`src/rtl/flru_pkg.sv`:
```
package flru_pkg;

    // Field widths fixed by the item format
    localparam int SEL_W  = 6;
    localparam int WORD_W = 32;

    // Data returned for an empty or out-of-range line
    localparam logic [WORD_W-1:0] EMPTY_WORD = '1;

    // Operation codes
    typedef enum logic [1:0] {
        FUNC_INSERT = 2'd0,
        FUNC_READ   = 2'd1,
        FUNC_WRITE  = 2'd2,
        FUNC_LOOKUP = 2'd3
    } func_t;

    // Sequencer states
    typedef enum logic [1:0] {
        ST_IDLE = 2'd0,
        ST_CMP  = 2'd1,
        ST_RES  = 2'd2
    } state_t;

    // Command broadcast to every cell of the chain
    typedef struct packed {
        logic              eval;
        logic              commit;
        logic              full;
        func_t             func;
        logic [SEL_W-1:0]  line_sel;
        logic [WORD_W-1:0] mem_address;
        logic [WORD_W-1:0] wdata;
    } cell_cmd_t;

endpackage

```
`src/rtl/flru_cell.sv`:
```
module flru_cell
    import flru_pkg::*;
#(
    parameter int LINE_COUNT = 64,
    parameter int INDEX      = 0
)
(
    input  logic                          clk,
    input  logic                          rst_n,
    input  cell_cmd_t                     cmd,
    input  logic [$clog2(LINE_COUNT)-1:0] fill_idx,
    input  logic [$clog2(LINE_COUNT)-1:0] tgt_rank,
    input  logic                          prior_in,
    output logic                          prior_out,
    output logic                          pick,
    output logic [WORD_W-1:0]             data_out,
    output logic [$clog2(LINE_COUNT)-1:0] rank_out
);

    localparam int IDX_W = $clog2(LINE_COUNT);
    localparam int CMP_W = (IDX_W > SEL_W) ? IDX_W : SEL_W;
    localparam logic [IDX_W-1:0] MY_IDX   = IDX_W'(INDEX);
    localparam logic [IDX_W-1:0] TOP_RANK = IDX_W'(LINE_COUNT - 1);

    logic              valid_reg;
    logic              valid_next;
    logic [IDX_W-1:0]  rank_reg;
    logic [IDX_W-1:0]  rank_next;
    logic [WORD_W-1:0] data_reg;
    logic [WORD_W-1:0] data_next;
    logic [WORD_W-1:0] addr_reg;
    logic [WORD_W-1:0] addr_next;
    logic              flag_reg;
    logic              flag_next;

    // Local candidate flag, sampled in the compare cycle
    always_comb
    begin
        flag_next = flag_reg;
        if (cmd.eval)
        begin
            unique case (cmd.func)
                FUNC_INSERT:
                    flag_next = cmd.full ? (rank_reg == '0) : (fill_idx == MY_IDX);
                FUNC_READ, FUNC_WRITE:
                    flag_next = valid_reg && (CMP_W'(MY_IDX) == CMP_W'(cmd.line_sel));
                FUNC_LOOKUP:
                    flag_next = valid_reg && (addr_reg == cmd.mem_address);
                default:
                    flag_next = 1'b0;
            endcase
        end
    end

    // Priority chain: lowest flagged cell wins
    assign pick      = flag_reg && !prior_in;
    assign prior_out = prior_in || flag_reg;
    assign data_out  = pick ? data_reg : '0;
    assign rank_out  = pick ? rank_reg : '0;

    // Line update and recency shift on commit
    always_comb
    begin
        valid_next = valid_reg;
        rank_next  = rank_reg;
        data_next  = data_reg;
        addr_next  = addr_reg;
        if (cmd.commit)
        begin
            if (pick)
            begin
                rank_next = TOP_RANK;
                if (cmd.func == FUNC_INSERT)
                begin
                    valid_next = 1'b1;
                    data_next  = cmd.wdata;
                    addr_next  = cmd.mem_address;
                end
                else if (cmd.func == FUNC_WRITE)
                begin
                    data_next = cmd.wdata;
                end
            end
            else if (rank_reg > tgt_rank)
            begin
                rank_next = rank_reg - 1'b1;
            end
        end
    end

    always_ff @(posedge clk or negedge rst_n)
    begin
        if (!rst_n)
        begin
            valid_reg <= 1'b0;
            rank_reg  <= MY_IDX;
            flag_reg  <= 1'b0;
        end
        else
        begin
            valid_reg <= valid_next;
            rank_reg  <= rank_next;
            flag_reg  <= flag_next;
        end
    end

    // Line contents carry no reset
    always_ff @(posedge clk)
    begin
        data_reg <= data_next;
        addr_reg <= addr_next;
    end

endmodule

```
`config.mk`:
```
export PLATFORM = sky130hd
export DESIGN_NAME = flru_cell
export DESIGN_NICKNAME = d
export VERILOG_FILES = /design/src/rtl/flru_pkg.sv /design/src/rtl/flru_cell.sv
export SDC_FILE = /design/constraint.sdc
export NUM_CORES = 1
export LEC_CHECK = 0
export ABC_AREA = 1
export BUFFER_PORTS_ARGS = -buffer_cell sky130_fd_sc_hd__buf_4
export CAP_MARGIN = 20
export CORE_ASPECT_RATIO = 0.6
export CORE_MARGIN = 3
export CORE_UTILIZATION = 50
export DETAILED_ROUTE_END_ITERATION = 10
export PLACE_DENSITY = 0.82
export RECOVER_POWER = 100
export SYNTH_ARGS = -nofsm -noshare
export SYNTH_HDL_FRONTEND = slang
export SYNTH_SLANG_ARGS = --single-unit
```
`constraint.sdc`:
```
create_clock -name clk -period 7.35 [get_ports clk]
set_clock_uncertainty 0.1 [all_clocks]
set_input_delay 0.735 -clock clk [delete_from_list [all_inputs] [get_ports clk]]
set_output_delay 0.735 -clock clk [all_outputs]
set_load 0.02 [all_outputs]
```
==> qor.csv, run 1 <==
stage,metric,value,unit
placement,dpl hpwl,6.17,mm
final_layout,FF/Latch Area,0.00212,mm²
synth,Post-Syn Area,0.00344,mm²
detailed_routing,# DRC,0,
pwr,total power draw,1.12,mW
flow_run,maxcap violations,2,
clock_network,clk root buf,clkbuf_16,
clock_network,post-CTS sizing,0,
pwr,maximum vdd drop,0.139,mV
detailed_routing,post-DR wirelength/cell,14.2,µm
placement,GP Congestion,0.783,
sta,period utilisation layout,44.6,%
final_layout,area delta synth->final,30.3,%
clock_network,Post-CTS Setup Bufs,0,
floorplanning,CORE AREA,0.00639,mm²
worst_setup_path,Worst Reg2Reg Path Length in Cells,5,
placement,pre-CTS setup slack,4.81,ns
sta,fin worst setup slack,4.07,ns
final_layout,fin nets,576,
min_path,hold crit path type,in2async,
detailed_routing,initial drt markers,157,
run_status,status,"finished, violations left",
final_layout,Post-Layout Cell Count,567,
sta,# setup viols final,0,
synth,sequential area share after synthesis,61.7,%
worst_setup_path,Worst Path Required,6.51,ns
synth,Post-synth top cells,"inv_1, nand2_1, edfxtp_1",
placement,# port buffers,129,
clock_network,CTS Buffer Depth,2,
synth,Mapped Cells,341,
clock_network,Sink Count,72,
sta,Slew Limit Fails,66,
grt,antenna violations before repair,0,
floorplanning,Vert. Die Dim,70.3,µm
sta,Slew headroom,-17.5,%
grt,vias in the first global route,2832,
pwr,pwr dens,250,mW/mm²
sta,Fin Hold WS,0.229,ns
floorplanning,Die W,113,µm
synth,Post-synth ARST share,11.1,%
final_layout,# fillers,569,
pwr,Leakage,1.98,nW
detailed_routing,DR pass1 iterations,4,
final_layout,fraction of layout cells with a size suffix above 1,17.8,%
final_layout,area of the multi-input gates,1000,µm²
clock_network,CTS Hold Bufs,0,
worst_setup_path,crit path launch type,input pin,
worst_setup_path,"critical path fanouts, max",40,
synth,Synth area leader,edfxtp_1,
grt,grt ovf,0,
worst_setup_path,R2R setup slack,4.33,ns
clock_network,Skew-Pair Late Insertion Delay,0.32,ns
detailed_routing,via count,2671,
grt,first-pass GRT wire length,13.1,mm
sta,FMAX,305,MHz
clock_network,H-tree depth,3,
synth,Post-Syn Nets,439,
worst_setup_path,launch point of the worst path,prior_in,
clock_network,Clock transition at path regs,0.06,ns
final_layout,"Core Util, Final",70.2,%
synth,most common cell in the netlist,inv_1,
sta,worst-margin pin slew,1.76,ns
detailed_routing,"antenna viol nets, final",0,
grt,GRT Resource Usage Total,21.3,%
grt,largest net degree at the start of global routing,41,
placement,Inst Count DP,551,
placement,Placed Area,0.00451,mm²
clock_network,TritonCTS clock tree,done,
final_layout,"Design Area, Final",0.00448,mm²
synth,number of flops mapped to enable cells by yosys,64,
run_status,failing checks,"capacitance limit, slew limit",
worst_setup_path,FF-to-FF End,addr_reg[6],
synth,Synth warnings,0,
worst_setup_path,critical path class,in2out,
detailed_routing,WL final,8.02,mm
worst_setup_path,"Arr. time, crit path",2.45,ns
synth,post-synth top area share,55.9,%
final_layout,n_diodes,0,
floorplanning,# rows,22,
floorplanning,io pins,130,
floorplanning,Starting Density,53.9,%
sta,RSZ-0062 raised after global routing,false,
synth,Synth area leaders,"edfxtp_1, inv_1, nand2_1",
floorplanning,die area,0.00795,mm²
synth,Main synth FF type,edfxtp_1,
sta,Fin Setup TNS,0,ns
synth,Yosys reg bits,72,
worst_setup_path,nature of the critical path endpoint,output port,
clock_network,cts bufs inserted,9,
detailed_routing,Via density,4.71,
sta,final hold vios,0,
sta,fin crit period,3.28,ns
synth,Mean Syn Cell Area,10.1,µm²
synth,library cells used by synthesis,27,
worst_setup_path,FF-to-FF Start,flag_reg,
critical path, cell delays in order:
cell and delay, ns:
clkbuf_4 0.11, nor2_1 0.37, inv_1 0.61, nor2_1 0.33, clkbuf_1 0.27
layout by cell type, fill, tap and decap left out:
cell and instances:
nand4_1 4, inv_2 2, buf_4 24, xor2_1 1, nor2_2 1, xnor2_1 21, o211ai_2 1, clkbuf_1 74
nand2_1 66, o31ai_1 1, clkbuf_16 9, nand3_1 3, nor2_4 1, inv_1 70, or2_2 1, clkinv_4 1
clkinvlp_4 2, inv_6 3, dfrtp_1 8, ha_1 8, edfxtp_1 64, a21boi_1 1, nor2_1 63, nand3_2 3
o21ai_0 7, a21oi_1 4, nor3_1 1, o21ai_2 4, clkbuf_4 33, clkinv_1 1, nand2_2 1
cell families (layout without fill, tap and decap cells):
family,Yosys count,in the layout,share of synthesized area [%]
DFF,72,72,61.7
and+or+nand+nor,144,144,17.6
xor gates and xnor gates,22,22,5.60
buffers and inverters,77,219,8.65
adders and majority gates,8,8,2.91
AOI/OAI and AO/OA,18,18,3.56
power by group:
group          total, mW  internal [mW]  leakage (nW)  switching [mW]
Combinational      0.231         0.0871          1.18           0.144
Sequential         0.490          0.470         0.671          0.0201
Clock              0.400          0.231         0.130           0.169
Total               1.12          0.788          1.98           0.333
worst max path at each step:
stage | to | slack [ns] | cells after the start
global placement | data_out[31] | 4.87 | 5
detailed placement | data_out[15] | 4.81 | 5
CTS | data_out[15] | 4.82 | 5
global route | data_out[15] | 3.93 | 5
finish | data_out[11] | 4.07 | 5
floorplan | addr_reg[0] | 4.38 | 3
layer usage:
layer	routed length [µm]	global-route usage, %
met1	3240	24.6
met2	3990	35.9
met3	713	8.83
met4	83	7.07
met5	0	0
cell type report:
type                            count  area share (%)
Clock buffer                        9            5.03
Clock inverter                      7            1.20
Inverter                           72            6.03
Multi-Input combinational cell    192            22.3
Sequential cell                    72            47.3
Tap cell                           84            2.35
Timing Repair Buffer              131            15.7
(Power assumes the default switching activity.)
==> run 2, diff against run 1 <==
Settings changed: CORE_UTILIZATION 50 to 49, PLACE_DENSITY 0.82 to 0.81.
Clock period 7.35 ns to 3.3 ns, I/O delays scaled along.
==> qor.csv, run 2 (same netlist as run 1, synthesis figures left out) <==
stage,metric,value,unit,change
detailed_routing,via count,2680,,"was 2,671"
final_layout,fin nets,577,,was 576
floorplanning,# rows,22,,unchanged
clock_network,TritonCTS clock tree,done,,unchanged
sta,# setup viols final,0,,unchanged
worst_setup_path,CP cell instances,"clkinv_1, nor2_1, inv_2, nor2_1, clkbuf_1",,"was clkbuf_4, nor2_1, inv_1, nor2_1, clkbuf_1"
worst_setup_path,nature of the critical path endpoint,output port,,unchanged
placement,dpl hpwl,6.22,mm,was 6.17 mm
min_path,hold crit path type,in2reg,,was in2async
sta,final hold vios,0,,unchanged
floorplanning,CORE AREA,0.00644,mm²,was 0.00639 mm²
clock_network,Clock transition at path regs,0.06,ns,about the same
sta,fin crit period,2.50,ns,
pwr,maximum vdd drop,0.327,mV,was 0.139 mV
sta,worst-margin pin slew,0.821,ns,was 1.76 ns
detailed_routing,# DRC,0,,unchanged
min_path,hold depth,1,,
floorplanning,Starting Density,53.4,%,was 53.9%
grt,largest net degree at the start of global routing,41,,unchanged
worst_setup_path,critical path class,reg2out,,was in2out
final_layout,area delta synth->final,30.6,%,was 30.3%
worst_setup_path,Worst Path Required,2.87,ns,was 6.51 ns
detailed_routing,"antenna viol nets, final",0,,unchanged
flow_run,maxcap violations,0,,was 2
floorplanning,Die W,114,µm,was 113 µm
floorplanning,io pins,130,,unchanged
worst_setup_path,"Arr. time, crit path",2.07,ns,was 2.45 ns
clock_network,clk root buf,clkbuf_16,,unchanged
clock_network,Post-CTS Setup Bufs,0,,unchanged
final_layout,area of the multi-input gates,0.00100,mm²,was 1000 µm²
worst_setup_path,Worst Reg2Reg Path Length in Cells,5,,unchanged
final_layout,fraction of layout cells with a size suffix above 1,18.4,%,was 17.8%
detailed_routing,post-DR wirelength/cell,13.9,µm,was 14.2 µm
worst_setup_path,CP max stage cell,inv_2,,was inv_1
grt,vias in the first global route,2648,,"was 2,832"
placement,Placed Area,0.00451,mm²,unchanged
floorplanning,Vert. Die Dim,70.9,µm,was 70.3 µm
clock_network,Sink Count,72,,unchanged
final_layout,"most common cell after layout, fill and taps aside",clkbuf_1,,unchanged
detailed_routing,Via density,4.72,,was 4.71
final_layout,n_diodes,0,,unchanged
pwr,pwr dens,553,mW/mm²,was 250 mW/mm²
sta,Slew Limit Fails,0,,was 66
clock_network,Skew-Pair Late Insertion Delay,0.33,ns,was 0.32 ns
worst_setup_path,Max stage delay on crit path,0.39,ns,was 0.61 ns
clock_network,CTS Buffer Depth,2,,unchanged
placement,# port buffers,129,,unchanged
final_layout,"commonest cells after routing, fill and taps aside","clkbuf_1, inv_1, nand2_1, edfxtp_1, nor2_1",,unchanged
worst_setup_path,crit path launch type,flip-flop,,was input pin
placement,GP Congestion,0.837,,was 0.783
floorplanning,die area,0.00810,mm²,was 0.00795 mm²
grt,grt ovf,0,,unchanged
detailed_routing,DR pass1 iterations,4,,unchanged
worst_setup_path,"critical path fanouts, max",40,,unchanged
run_status,status,"finished, final reports clean",,"was finished, violations left"
sta,Slew headroom,45.3,%,was -17.5%
grt,first-pass GRT wire length,12.8,mm,was 13.1 mm
pwr,Leakage,1.98,nW,about the same
grt,GRT Resource Usage Total,20.4,%,was 21.3%
clock_network,H-tree depth,3,,unchanged
final_layout,FF/Latch Area,0.00212,mm²,unchanged
final_layout,"Core Util, Final",69.8,%,was 70.2%
detailed_routing,WL final,7.91,mm,was 8.02 mm
sta,RSZ-0062 raised after global routing,false,,unchanged
sta,FMAX,401,MHz,
sta,Fin Setup TNS,0,ns,unchanged
clock_network,cts bufs inserted,9,,unchanged
final_layout,# fillers,552,,was 569
sta,period utilisation layout,75.6,%,
grt,antenna violations before repair,0,,unchanged
detailed_routing,initial drt markers,123,,was 157
worst_setup_path,Worst path most repeated cell,nor2_1,,unchanged
final_layout,"Design Area, Final",0.00449,mm²,was 0.00448 mm²
## run 2: area by class of cell
class                   count  area share (%)
clock buffers              10            5.09
clock inverters             6            1.00
inverters                  72            6.01
multi-input cells         192            22.3
flip-flops and latches     72            47.2
well taps                  84            2.34
repair buffers            132            16.0
## run 2: metrics by stage
stage | std cells | hold WS, ns | total power [mW] | setup slack (ns)
final | 568 | 0.0971 | 2.49 | 0.805
after global placement | 551 | 0.0539 | 1.65 | 1.52
after CTS | 568 | 0.0684 | 2.55 | 1.14
after detailed placement | 551 | 0.0554 | 1.68 | 1.48
after floorplan | 341 | -0.0656 | 1.46 | 0.666
after global routing | 568 | 0.0831 | 2.62 | 0.586
## run 2: layer usage
layer	routed length (µm)	vias up	global-route usage [%]
met5	0	-	0
li1	-	1342	-
met3	672	8	6.58
met2	3780	103	32.6
met1	3370	1227	27.2
met4	84	0	5.53
## run 2: final timing paths
check                           from      endpoint  slack, ns
min                          cmd[11]  data_reg[11]        0.1
max reg2reg                 flag_reg  data_reg[19]       0.93
max in group asynchronous      rst_n   rank_reg[1]       2.41
min in group asynchronous      rst_n   rank_reg[3]       0.36
min reg2reg                valid_reg     valid_reg       0.37
max                         flag_reg  data_out[19]       0.80
## run 2: critical path: cells and delay by family, from the launching register on
family / cells / cell delay, ns
flip-flops: 1 / 0.38
AND/OR/NAND/NOR: 2 / 0.63
buffers and inverters: 3 / 0.72
## run 2: where the power goes
group	switching, mW	internal [mW]	total [mW]	leakage, nW
Clock	0.362	0.510	0.872	0.125
Sequential	0.0438	1.05	1.09	0.671
Combinational	0.325	0.198	0.523	1.19
## run 2: timing repair
action	CTS	global route
hold buffers	1	0
endpoints found under the hold margin	8	0
gates resized for setup	0	0
==> run 3, diff against run 2 <==
Clock period 3.3 ns to 2.5 ns, I/O delays scaled along.
==> qor.csv, run 3 (same netlist as run 1, synthesis figures left out) <==
stage,metric,value,unit,change
clock_network,H-tree depth,3,,unchanged
worst_setup_path,"critical path fanouts, max",40,,unchanged
final_layout,Post-Layout Cell Count,598,,was 568
detailed_routing,post-DR wirelength/cell,15.7,µm,was 13.9 µm
clock_network,Skew-Pair Late Insertion Delay,0.32,ns,was 0.33 ns
pwr,Leakage,2.13,nW,was 1.98 nW
floorplanning,Vert. Die Dim,70.9,µm,unchanged
run_status,status,"finished, final reports clean",,unchanged
worst_setup_path,CP Buf/Inv Count,3,,unchanged
floorplanning,die area,0.00810,mm²,unchanged
worst_setup_path,CP cell instances,"inv_1, nor2_8, inv_2, nor2_1, clkbuf_1",,"was clkinv_1, nor2_1, inv_2, nor2_1, clkbuf_1"
sta,# setup viols final,0,,unchanged
grt,largest net degree at the start of global routing,41,,unchanged
sta,fin crit period,2.16,ns,
sta,FMAX,462,MHz,
grt,grt ovf,0,,unchanged
placement,Inst Count DP,551,,unchanged
sta,Fin Setup TNS,0,ns,unchanged
final_layout,area of the multi-input gates,0.00101,mm²,was 0.00100 mm²
worst_setup_path,Max stage delay on crit path,0.47,ns,was 0.39 ns
detailed_routing,Via density,4.80,,was 4.72
clock_network,CTS Buffer Depth,2,,unchanged
floorplanning,CORE AREA,0.00644,mm²,unchanged
final_layout,"Core Util, Final",74.9,%,was 69.8%
grt,antenna violations before repair,0,,unchanged
sta,RSZ-0062 raised after global routing,false,,unchanged
detailed_routing,# DRC,0,,unchanged
pwr,pwr dens,711,mW/mm²,was 553 mW/mm²
final_layout,area delta synth->final,40.2,%,was 30.6%
grt,first-pass GRT wire length,14.8,mm,was 12.8 mm
floorplanning,Die W,114,µm,unchanged
final_layout,"Design Area, Final",0.00482,mm²,was 0.00449 mm²
clock_network,cts bufs inserted,9,,unchanged
grt,vias in the first global route,3001,,"was 2,648"
placement,# port buffers,129,,unchanged
worst_setup_path,CP max stage cell,inv_2,,unchanged
worst_setup_path,Worst Path Required,2.15,ns,was 2.87 ns
worst_setup_path,nature of the critical path endpoint,output port,,unchanged
final_layout,fin nets,608,,was 577
final_layout,FF/Latch Area,0.00212,mm²,unchanged
detailed_routing,DR pass1 iterations,5,,was 4
detailed_routing,"antenna viol nets, final",0,,unchanged
final_layout,"commonest cells after routing, fill and taps aside","clkbuf_1, inv_1, nand2_1, edfxtp_1, nor2_1",,unchanged
final_layout,"most common cell after layout, fill and taps aside",clkbuf_1,,unchanged
detailed_routing,initial drt markers,138,,was 123
worst_setup_path,"Arr. time, crit path",1.81,ns,was 2.07 ns
pwr,maximum vdd drop,0.352,mV,was 0.327 mV
placement,dpl hpwl,6.11,mm,was 6.22 mm
final_layout,n_diodes,0,,unchanged
sta,worst-margin pin slew,0.823,ns,was 0.821 ns
clock_network,TritonCTS clock tree,done,,unchanged
grt,GRT Resource Usage Total,24.1,%,was 20.4%
detailed_routing,via count,2868,,"was 2,680"
sta,Slew Limit Fails,0,,unchanged
worst_setup_path,crit path launch type,flip-flop,,unchanged
floorplanning,io pins,130,,unchanged
placement,Placed Area,0.00451,mm²,unchanged
clock_network,Sink Count,72,,unchanged
final_layout,# fillers,488,,was 552
sta,Slew headroom,45.1,%,was 45.3%
clock_network,Clock transition at path regs,0.06,ns,about the same
final_layout,fraction of layout cells with a size suffix above 1,16.9,%,was 18.4%
placement,GP Congestion,0.803,,was 0.837
clock_network,Post-CTS Setup Bufs,0,,unchanged
floorplanning,# rows,22,,unchanged
floorplanning,Starting Density,53.4,%,unchanged
sta,period utilisation layout,86.5,%,
detailed_routing,WL final,9.39,mm,was 7.91 mm
min_path,hold crit path type,in2reg,,unchanged
sta,final hold vios,0,,unchanged
worst_setup_path,crit-path leading delay family,buffers and inverters,,unchanged
worst_setup_path,critical path class,reg2out,,unchanged
clock_network,clk root buf,clkbuf_16,,unchanged
flow_run,maxcap violations,0,,unchanged
-- run 3: cell count changes in the layout (fill, tap and decap cells not counted) --
cell | previous run | this run
dlygate4sd3_1 | 1 | 32
buf_4 | 26 | 25
bufinv_16 | 0 | 1
clkbuf_2 | 1 | 2
clkbuf_4 | 32 | 31
clkinv_1 | 1 | 0
clkinv_2 | 1 | 0
inv_1 | 69 | 70
nor2_4 | 1 | 0
nor2_8 | 0 | 1
o21ai_1 | 0 | 1
o21ai_2 | 4 | 3
-- run 3: report_power, final --
| part | internal [mW] | switching [mW] |
|---|---|---|
| logic | 0.288 | 0.445 |
| clock network | 0.771 | 0.487 |
| registers | 1.38 | 0.0577 |
| total | 2.44 | 0.989 |
-- run 3: worst reg2reg max path, stage by stage, from the launching register on --
cell and delay (ns):
dfrtp_1 0.43, ha_1 0.33, nand2_1 0.06, nor2_1 0.15, o21ai_2 0.09, o211ai_2 0.07
nand3_2 0.08, nand2_1 0.32, o21ai_0 0.22, o21ai_2 0.10
-- run 3: what timing repair did --
item / 4_1_cts / 5_1_grt
resized for setup: 0 / 0
hold buffers: 31 / 1
endpoints found under the hold margin: 38 / 1
-- run 3: path summary, 6_finish.rpt --
kind	cells past startpoint	slack, ns	to	from
worst max-delay path	5	0.34	data_out[21]	flag_reg
worst min-delay path	1	0.04	data_reg[19]	cmd[19]
worst max register to register	9	0.46	rank_reg[3]	rank_reg[3]
worst min register to register	2	0.38	valid_reg	valid_reg
max in group asynchronous	2	1.64	rank_reg[1]	rst_n
min in group asynchronous	2	0.31	rank_reg[4]	rst_n
-- run 3: cell type report --
cell class,instances,area share [%]
clock buffer,9,4.67
sequential,72,44.0
clock inverter,6,1.45
timing repair buffer,163,21.2
inverter,72,5.60
tap,84,2.18
multi-input combinational,192,20.9
-- run 3: stage by stage --
step,total power [mW],setup WS (ns),hold slack [ns]
after global placement,2.18,0.782,-0.0260
after detailed placement,2.21,0.706,-0.0212
after global routing,3.59,0.219,0.0241
after floorplan,1.93,-0.134,-0.146
final,3.43,0.336,0.0415
after CTS,3.51,0.448,0.00270
-- run 3: per-layer routing --
layer / global-route usage (%) / vias to the layer above / share of wire, %
li1: - / 1401 / -
met2: 42.6 / 138 / 51
met1: 29.0 / 1308 / 39
met3: 7.01 / 21 / 7.7
met4: 6.85 / 0 / 1.8
met5: 0 / - / 0
